### src/design/sis_pkg.sv
// sis_pkg: shared types and constants for the stable insertion sorter
// no dependencies; used by sis_cell and stable_insertion_sorter
`default_nettype none

package sis_pkg;

   localparam int STORE_DEPTH = 16;
   localparam int KEY_W       = 32;
   localparam int FILL_W      = $clog2(STORE_DEPTH + 1);

   typedef logic signed [KEY_W-1:0] key_type;
   typedef logic [FILL_W-1:0]       fill_type;

   typedef struct packed {
      logic signed [KEY_W-1:0] key;
      logic                    final_key;
   } req_type;

   typedef struct packed {
      logic signed [KEY_W-1:0] sorted_key;
      logic                    end_of_set;
      logic                    overflowed;
   } rsp_type;

   typedef enum logic {
      ST_LOAD  = 1'b0,
      ST_DRAIN = 1'b1
   } state_type;

   typedef struct packed {
      logic insert;     // insert the broadcast key this cycle
      logic shift_out;  // move every key one cell toward the output
   } cell_ctrl_type;

endpackage

`default_nettype wire

### src/design/sis_cell.sv
// sis_cell: one slot of the sorted chain, compares and shifts locally
// depends on sis_pkg
`default_nettype none

module sis_cell
   import sis_pkg::*;
(
   input  wire           clock,
   input  cell_ctrl_type ctrl,
   input  key_type       new_key,
   input  wire           occupied,
   input  key_type       prev_key,
   input  wire           prev_gt,
   input  key_type       next_key,
   output key_type       key,
   output logic          gt
);

   key_type key_ff;
   key_type key_in;

   // an empty slot acts as larger than anything; equal keys stay ahead
   assign gt  = !occupied || (key_ff > new_key);
   assign key = key_ff;

   always_comb begin
      key_in = key_ff;
      if (ctrl.shift_out) begin
         key_in = next_key;
      end else if (ctrl.insert) begin
         if (prev_gt) begin
            key_in = prev_key;
         end else if (gt) begin
            key_in = new_key;
         end
      end
   end

   always_ff @(posedge clock) begin
      key_ff <= key_in;
   end

endmodule

`default_nettype wire

### src/design/stable_insertion_sorter.sv
// stable_insertion_sorter: top level, chain of sis_cell slots plus load/drain control
// depends on sis_pkg and sis_cell
// loading takes one key per cycle; after the final beat the first sorted beat
// shows on the next cycle and the set drains one beat per cycle while rsp_stall
// is low; req_stall is held high for the whole drain
// reset: fill count, drop flag and state clear; slot contents stay unknown
`default_nettype none

module stable_insertion_sorter
   import sis_pkg::*;
(
   input  wire     clock,
   input  wire     reset,
   input  wire     req_valid,
   output logic    req_stall,
   input  req_type req_data,
   output logic    rsp_valid,
   input  wire     rsp_stall,
   output rsp_type rsp_data
);

   // control state
   state_type state_ff, state_in;
   fill_type  fill_count_ff, fill_count_in;
   logic      drop_flag_ff, drop_flag_in;

   logic          req_beat;
   logic          rsp_beat;
   logic          store_full;
   cell_ctrl_type ctrl;

   // chain wiring, one entry per slot
   key_type cell_key [STORE_DEPTH];
   logic    cell_gt  [STORE_DEPTH];

   assign store_full = (fill_count_ff == FILL_W'(STORE_DEPTH));
   assign req_stall  = (state_ff == ST_DRAIN);
   assign rsp_valid  = (state_ff == ST_DRAIN);
   assign req_beat   = req_valid && !req_stall;
   assign rsp_beat   = rsp_valid && !rsp_stall;

   // slot 0 always faces the output; drain pulls keys toward it
   assign rsp_data.sorted_key = cell_key[0];
   assign rsp_data.end_of_set = (fill_count_ff == FILL_W'(1));
   assign rsp_data.overflowed = (fill_count_ff == FILL_W'(1)) && drop_flag_ff;

   // a full store drops the arriving key, final or not
   assign ctrl.insert    = req_beat && !store_full;
   assign ctrl.shift_out = rsp_beat;

   // the chain of slots
   for (genvar i = 0; i < STORE_DEPTH; i++) begin : g_cell
      key_type prev_key_w;
      logic    prev_gt_w;
      key_type next_key_w;

      if (i == 0) begin : g_head
         assign prev_key_w = req_data.key;
         assign prev_gt_w  = 1'b0;
      end else begin : g_body
         assign prev_key_w = cell_key[i-1];
         assign prev_gt_w  = cell_gt[i-1];
      end

      if (i == STORE_DEPTH - 1) begin : g_tail
         assign next_key_w = cell_key[i];
      end else begin : g_mid
         assign next_key_w = cell_key[i+1];
      end

      sis_cell u_cell (
         .clock    (clock),
         .ctrl     (ctrl),
         .new_key  (req_data.key),
         .occupied (fill_count_ff > FILL_W'(i)),
         .prev_key (prev_key_w),
         .prev_gt  (prev_gt_w),
         .next_key (next_key_w),
         .key      (cell_key[i]),
         .gt       (cell_gt[i])
      );
   end

   // load/drain sequencing
   always_comb begin
      state_in      = state_ff;
      fill_count_in = fill_count_ff;
      drop_flag_in  = drop_flag_ff;
      unique case (state_ff)
         ST_LOAD: begin
            if (req_beat) begin
               if (store_full) begin
                  drop_flag_in = 1'b1;
               end else begin
                  fill_count_in = fill_count_ff + FILL_W'(1);
               end
               // final beat: the set always holds at least one key here
               if (req_data.final_key) begin
                  state_in = ST_DRAIN;
               end
            end
         end
         ST_DRAIN: begin
            if (rsp_beat) begin
               fill_count_in = fill_count_ff - FILL_W'(1);
               if (fill_count_ff == FILL_W'(1)) begin
                  drop_flag_in = 1'b0;
                  state_in     = ST_LOAD;
               end
            end
         end
         default: begin
            state_in = ST_LOAD;
         end
      endcase
   end

   always_ff @(posedge clock) begin
      if (reset) begin
         state_ff      <= ST_LOAD;
         fill_count_ff <= '0;
         drop_flag_ff  <= 1'b0;
      end else begin
         state_ff      <= state_in;
         fill_count_ff <= fill_count_in;
         drop_flag_ff  <= drop_flag_in;
      end
   end

   // never drain an empty set
   a_drain_nonempty: assert property (@(posedge clock) disable iff (reset)
      (state_ff == ST_DRAIN) |-> (fill_count_ff != '0))
      else $error("drain with empty store");

   // fill count stays within the chain
   a_fill_bound: assert property (@(posedge clock) disable iff (reset)
      fill_count_ff <= FILL_W'(STORE_DEPTH))
      else $error("fill count beyond store depth");

   // final key beat starts the drain
   a_final_drains: assert property (@(posedge clock) disable iff (reset)
      (req_beat && req_data.final_key) |=> (state_ff == ST_DRAIN))
      else $error("final beat did not start drain");

   // last beat of a set leaves a clean store
   a_set_clears: assert property (@(posedge clock) disable iff (reset)
      (rsp_beat && rsp_data.end_of_set) |=> (fill_count_ff == '0 && !drop_flag_ff))
      else $error("store not cleared after set");

   // keys are only dropped when the store is full
   a_drop_when_full: assert property (@(posedge clock) disable iff (reset)
      $rose(drop_flag_ff) |-> $past(store_full && req_beat))
      else $error("drop flag set without a full store");

endmodule

`default_nettype wire
### config.mk
export PLATFORM = sky130hd
export DESIGN_NAME = stable_insertion_sorter
export DESIGN_NICKNAME = d
export VERILOG_FILES = /design/src/design/sis_pkg.sv /design/src/design/sis_cell.sv /design/src/design/stable_insertion_sorter.sv
export SDC_FILE = /design/constraint.sdc
export NUM_CORES = 2
export LEC_CHECK = 0
export BUFFER_PORTS_ARGS = -buffer_cell sky130_fd_sc_hd__buf_2
export CAP_MARGIN = 20
export CORE_ASPECT_RATIO = 1.2
export CORE_MARGIN = 3
export CORE_UTILIZATION = 58
export CTS_CLUSTER_SIZE = 12
export DETAILED_ROUTE_END_ITERATION = 12
export PLACE_DENSITY = 0.75
export SETUP_SLACK_MARGIN = 0.2
export SLEW_MARGIN = 10
export SYNTH_ARGS = -nofsm -noshare
export SYNTH_HDL_FRONTEND = slang
export SYNTH_SLANG_ARGS = --single-unit
### constraint.sdc
create_clock -name clock -period 5.2 [get_ports clock]
set_input_delay 0.52 -clock clock [delete_from_list [all_inputs] [get_ports clock]]
set_output_delay 0.52 -clock clock [all_outputs]
set_load 0.01 [all_outputs]
* After elaboration in Yosys (flattened, before gate mapping)
Index checks and enable logic that the tools add are counted.
** Word-level totals
- Flip-flop bits (word level) :: 519
** Cells by class
- Add/subtract/negate cells :: 2
- Order comparisons :: 32
- Eq/ne operators :: 7
- Muxes and demuxes :: 75
- Bitwise operators :: 2
- Reductions and logical operators :: 74
** Operators by type and width (count)
- 2-to-1 mux 32 bit :: 61
- > comparator 32 bit :: 16
- nonzero test 3 bit :: 14
- > comparator 5 x 4 -> 1 bit (second input constant) :: 8
- AND reduction 2 bit :: 15
- > comparator 5 x 3 -> 1 bit (second input constant) :: 4
- logical NOT 1 bit :: 19
- logical OR 1 bit :: 16
- 2-to-1 mux 5 bit :: 3
- > comparator 5 x 1 -> 1 bit (second input constant) :: 2
- > comparator 5 x 2 -> 1 bit (second input constant) :: 2
- one-hot mux 5 bit (2 select lines) :: 1
- 2-to-1 mux 1 bit :: 8
- inequality test 2 bit (second input constant) :: 4
- AND reduction 3 bit :: 2
- nonzero test 2 bit :: 3
- adder 5 x 1 -> 5 bit (second input constant) :: 1
- equality test 5 x 1 -> 1 bit (second input constant) :: 1
- equality test 5 bit (second input constant) :: 1
- subtractor 5 x 1 -> 5 bit (second input constant) :: 1
- logical AND 1 bit :: 4
- one-hot mux 1 bit (2 select lines) :: 2
- AND reduction 4 bit :: 1
- inequality test 2 x 1 -> 1 bit (second input constant) :: 1
- inverter 1 bit :: 2

* Longest topological paths before layout
- Depth in word-level cells :: 7
- Depth in mapped cells :: 12
- Mapped depth without buffers :: 10

* Modules after synthesis
A second synthesis with hierarchy kept.
** Unflattened totals
- Cells, all modules :: 4231
- Area, all modules :: 39949.6 µm²
** By module, submodules not included
- sis_cell :: instances 16, cells each 259, area an instance 2454.9 µm²
- stable_insertion_sorter :: instances 1, cells each 87, area an instance 671.9 µm²

* Least setup slack after synthesis
No wires, ideal clock.
- Path type :: input-to-reg
- Start point :: input port req_data[32] (netlist bit)
- End point :: register g_cell[14].u_cell.key_ff[0] (enable)
- Setup time :: 0.432 ns
- Arrival time :: 4.470 ns
- Data required time :: 4.768 ns
- Path slack :: 0.298 ns
- Stages :: 12
- Path buffers :: 2
- Cells stage by stage :: inv_1 > ha_1 > nand4_1 > or3_4 > or3_4 > or3_1 > o211a_1 > a21oi_2 > buf_6 > buf_12 > nor2_1 > a21oi_1
** Between the ends
- Cells in the longest elaborated chain, start to end :: 4
- Elaborated cells between the ends (all ways) :: 6
- Those cells by class :: order compare (2); reduce/logical (4)
** Ends and longest elaborated chain
- from (decl) :: RTL line stable_insertion_sorter.sv:16 : input req_type req_data,
- > comparator 32 bit :: RTL line sis_cell.sv:23 : assign gt = !occupied || (key_ff > new_key);
- logical OR 1 bit :: RTL line sis_cell.sv:23
- nonzero test 3 bit (no line) (*)
- AND reduction 2 bit (no line) (*)
- to (signal assigned) :: RTL line sis_cell.sv:40 : key_ff <= key_in;
- to (decl) :: RTL line sis_cell.sv:19 : key_type key_ff;
Every way passes the cells marked *; elsewhere a longest branch is shown, timed or not.
A chain may end at the register's enable or synchronous reset.

* Worst setup path in the final report
- Start point :: input port req_data[32] (netlist bit)
- End point :: register g_cell[1].u_cell.key_ff[5], data pin
** Between the ends
- Cells in the longest elaborated chain, start to end :: 5
** Ends and longest elaborated chain
- > comparator 32 bit :: RTL line sis_cell.sv:23
- logical OR 1 bit :: RTL line sis_cell.sv:23
- 2-to-1 mux 32 bit :: RTL line sis_cell.sv:31 : if (prev_gt) begin
- 2-to-1 mux 32 bit :: RTL line sis_cell.sv:30 : end else if (ctrl.insert) begin
- 2-to-1 mux 32 bit :: RTL line sis_cell.sv:28 : if (ctrl.shift_out) begin
- named net g_cell[1].u_cell.key_in[5] :: RTL line sis_cell.sv:20 : key_type key_in;
- to (signal assigned) :: RTL line sis_cell.sv:40
- to (decl) :: RTL line sis_cell.sv:19
The timed path passes the listed nets, and every way through them passes these cells. The select of a mux whose other input is x is not followed.

==> results.md <==
- Distinct cells, synth: 61
- RR Endpoint: g_cell[1].u_cell.key[5]
- Die W: 237 um
- Root Driver: clkbuf_16
- Worst R2R Setup Slack: 1.46 ns
- Vias post-DR: roughly 32000
- Crit Path Max Fanout: 17
- Actual slew at the worst max-slew pin: ~1.0 ns
- Layout overhead on the synthesized area: 8.31%
- Skew final: 0.0134 ns
- Syn nets: 4613
- Remaining global-route overflow: 0
- HPWL after DPL: 83400 um
- Synth async-reset ratio: 0
- Reg2Reg Depth: 9
- Detailed Route WL: 111000 um
- Crit. End Element: register
- WP data arrival: 4.38 ns
- # rows: 100
- Max Freq: around 0.25 GHz
- Fin. max-slew vios: 0
- GPL Wtd Cong: 0.936
- I/O pins: 73
- Final Cell Area: 40200 um^2
- Clock slew at reported path FFs: roughly 0.06 ns
- DR DRC count: 0
- Die Area: 67000 um^2
- Antenna-violating nets left: 0
- Fin crit share: 0.755
- Hold_buf cts: 0
- Register area share after synthesis: 0.418
- CP Data Required Time: 5.66 ns
- Worst min path class: input pin to register
- Synth Instances: 4059
- Post-synthesis cell area: 37100 um^2
- # Max-Cap Violations: 0
- Nets@finish: 4612
- Dpl cell area: between 30000 and 40000 um^2
- Largest net degree at the start of global routing: 238
- Htree depth: 2
- DR iter-0 viols: around 3600
- Static Leak: between 15 and 20 nW
- Post-CTS Resized: 0
- First-pass GRT wire length: 172000 um
- Clock Latency Late Sink: 0.62 ns
- Die H: 283 um
- GRT Total Usage: 0.320
- Pwr per Cell Area: approximately 410 nW/um^2
- TritonRoute pass-1 iters: 8
- Slew HR: 0.302
- TritonCTS Sinks: 519
- Number of synthesized flops with an enable pin: 512
- Synth top area cells: edfxtp_1 (41%), ha_1 (17%), nand2_1 (9.4%)
- Yosys top cell by area: edfxtp_1
- #FFs+latches synth: 519
- Hold path startpoint: reset
- Setup_tns: 0 ns
- Core Box Area: 62700 um^2
- Num CTS Buffers: 57
- Post-synth top area share: 0.414
- Setup CP Type: input pin to register
- Initial antenna violation count: 4
- Syn_area_per_cell: 9.14 um^2
- Share of layout cells above drive strength 1: 0.0660
- Clk buf depth: 3
- R2R Path Start: g_cell[0].u_cell.key[15]
- Setup crit end: g_cell[1].u_cell.key[5]
- Starting density of the core: 0.592
- Vias in the first global route: about 31000
- Count of input and output buffers: 72
- Final Hold Fails: 0
- Final min period: 3.92 ns
- Synth warn: 0
- VDD IR max: between 0.2 and 0.3 mV
- Clock tree from TritonCTS: yes
- Startpoint type of the worst setup path: input pin
- Avg Vias per Cell: 6.50
- Final setup fails: 0
- Postcts setup bufs: 0
- RSZ-0062 raised after global routing: no
- Status: finished clean
- Routed WL per cell: 22.5 um
- Worst setup startpoint: req_data[32]
- Top_reg_cell synth: edfxtp_1
## layout by cell type (no fill, tap or decap), types with 72 or more instances in the layout
cell	synthesis	routed
nor2_1	468	468
nand4_1	76	76
buf_4	1	99
edfxtp_1	512	512
nand2_1	928	928
buf_2	7	72
ha_1	517	517
o21ai_0	102	102
a21oi_1	226	225
a31oi_1	382	382
## cell usage after synthesis, types with 58 or more instances
master    instances
a21o_1           60
a21oi_1         226
a31oi_1         382
clkbuf_1        204
edfxtp_1        512
ha_1            517
mux2i_1          64
nand2_1         928
nand4_1          76
nor2_1          468
o21ai_0         102
o21ai_1          58
## state kept, by name, summed over array words and instances, names as in the netlist
signal             flops
g_cell.u_cell.key    512
req_stall              1
drop_flag_ff           1
fill_count_ff          5
## power breakdown
group	switching [mW]	leakage, nW	total (mW)	internal [mW]
registers	0.972	5.01	7.13	6.16
clock network	1.72	0.811	3.72	2.00
logic	3.50	11.2	5.74	2.24
## final cells by class
| cell class | instances | area (um^2) |
|---|---|---|
| antenna | 4 | 10.0 |
| inverter | 56 | 210 |
| clock buffer | 72 | 1480 |
| clock inverter | 33 | 153 |
| timing repair buffer | 183 | 1340 |
| fill | 5059 | 22500 |
| multi-input combinational | 3241 | 20400 |
| tap | 816 | 1020 |
| sequential | 519 | 15500 |
## kinds of logic (layout without fill, tap and decap cells)
| family | Yosys count | count (layout) | share of synthesized area |
|---|---|---|---|
| and+or+nand+nor | 1680 | 1680 | 0.191 |
| AOI/OAI and AO/OA | 945 | 945 | 0.156 |
| DFF | 519 | 519 | 0.418 |
| adders and majority gates | 517 | 517 | 0.174 |
| buffers and inverters | 299 | 344 | 0.0321 |
| muxes | 96 | 96 | 0.0270 |
| xor gates and xnor gates | 3 | 3 | 0.000708 |
| other | 0 | 4 | 0 |
## how the worst min path moves through the flow
stage          slack, ns          endpoint  cells after the start
2_1_floorplan       0.48      drop_flag_ff                      2
5_1_grt             0.21  fill_count_ff[0]                      2
4_1_cts             0.16  fill_count_ff[3]                      2
3_3_place_gp        0.50      drop_flag_ff                      2
6_report            0.21  fill_count_ff[3]                      2
3_5_place_dp        0.51      drop_flag_ff                      2
## layer usage
layer  vias up  global-route usage  part of all wire
met2      1599               0.532              0.47
met4         0               0.169             0.057
met3       318              0.0349             0.079
met1     15100               0.414              0.39
met5         -                   0                 0
li1      15000                   -                 -
## through the flow
step                       util  instances  hold WS, ns  setup slack, ns  power (mW)
after floorplan               -       4059        0.484            0.298        10.8
after global placement    0.614       4814        0.500            0.756        12.6
after detailed placement  0.615       4815        0.511            0.785        12.8
after CTS                 0.641       4920        0.161             1.42        16.5
after global routing      0.641       4924        0.214             1.11        17.6
final                     0.641       4924        0.208             1.28        16.6
## critical path: stages
cell	delay, ns
buf_2	0.33
inv_1	0.46
ha_1	0.56
and4_1	0.25
nand4_1	0.12
nor2_1	0.30
nand3_1	0.14
a31oi_1	0.25
and2_1	0.72
buf_4	0.41
nand2_1	0.10
a31oi_1	0.19
Power figures use the tool's default switching activity.
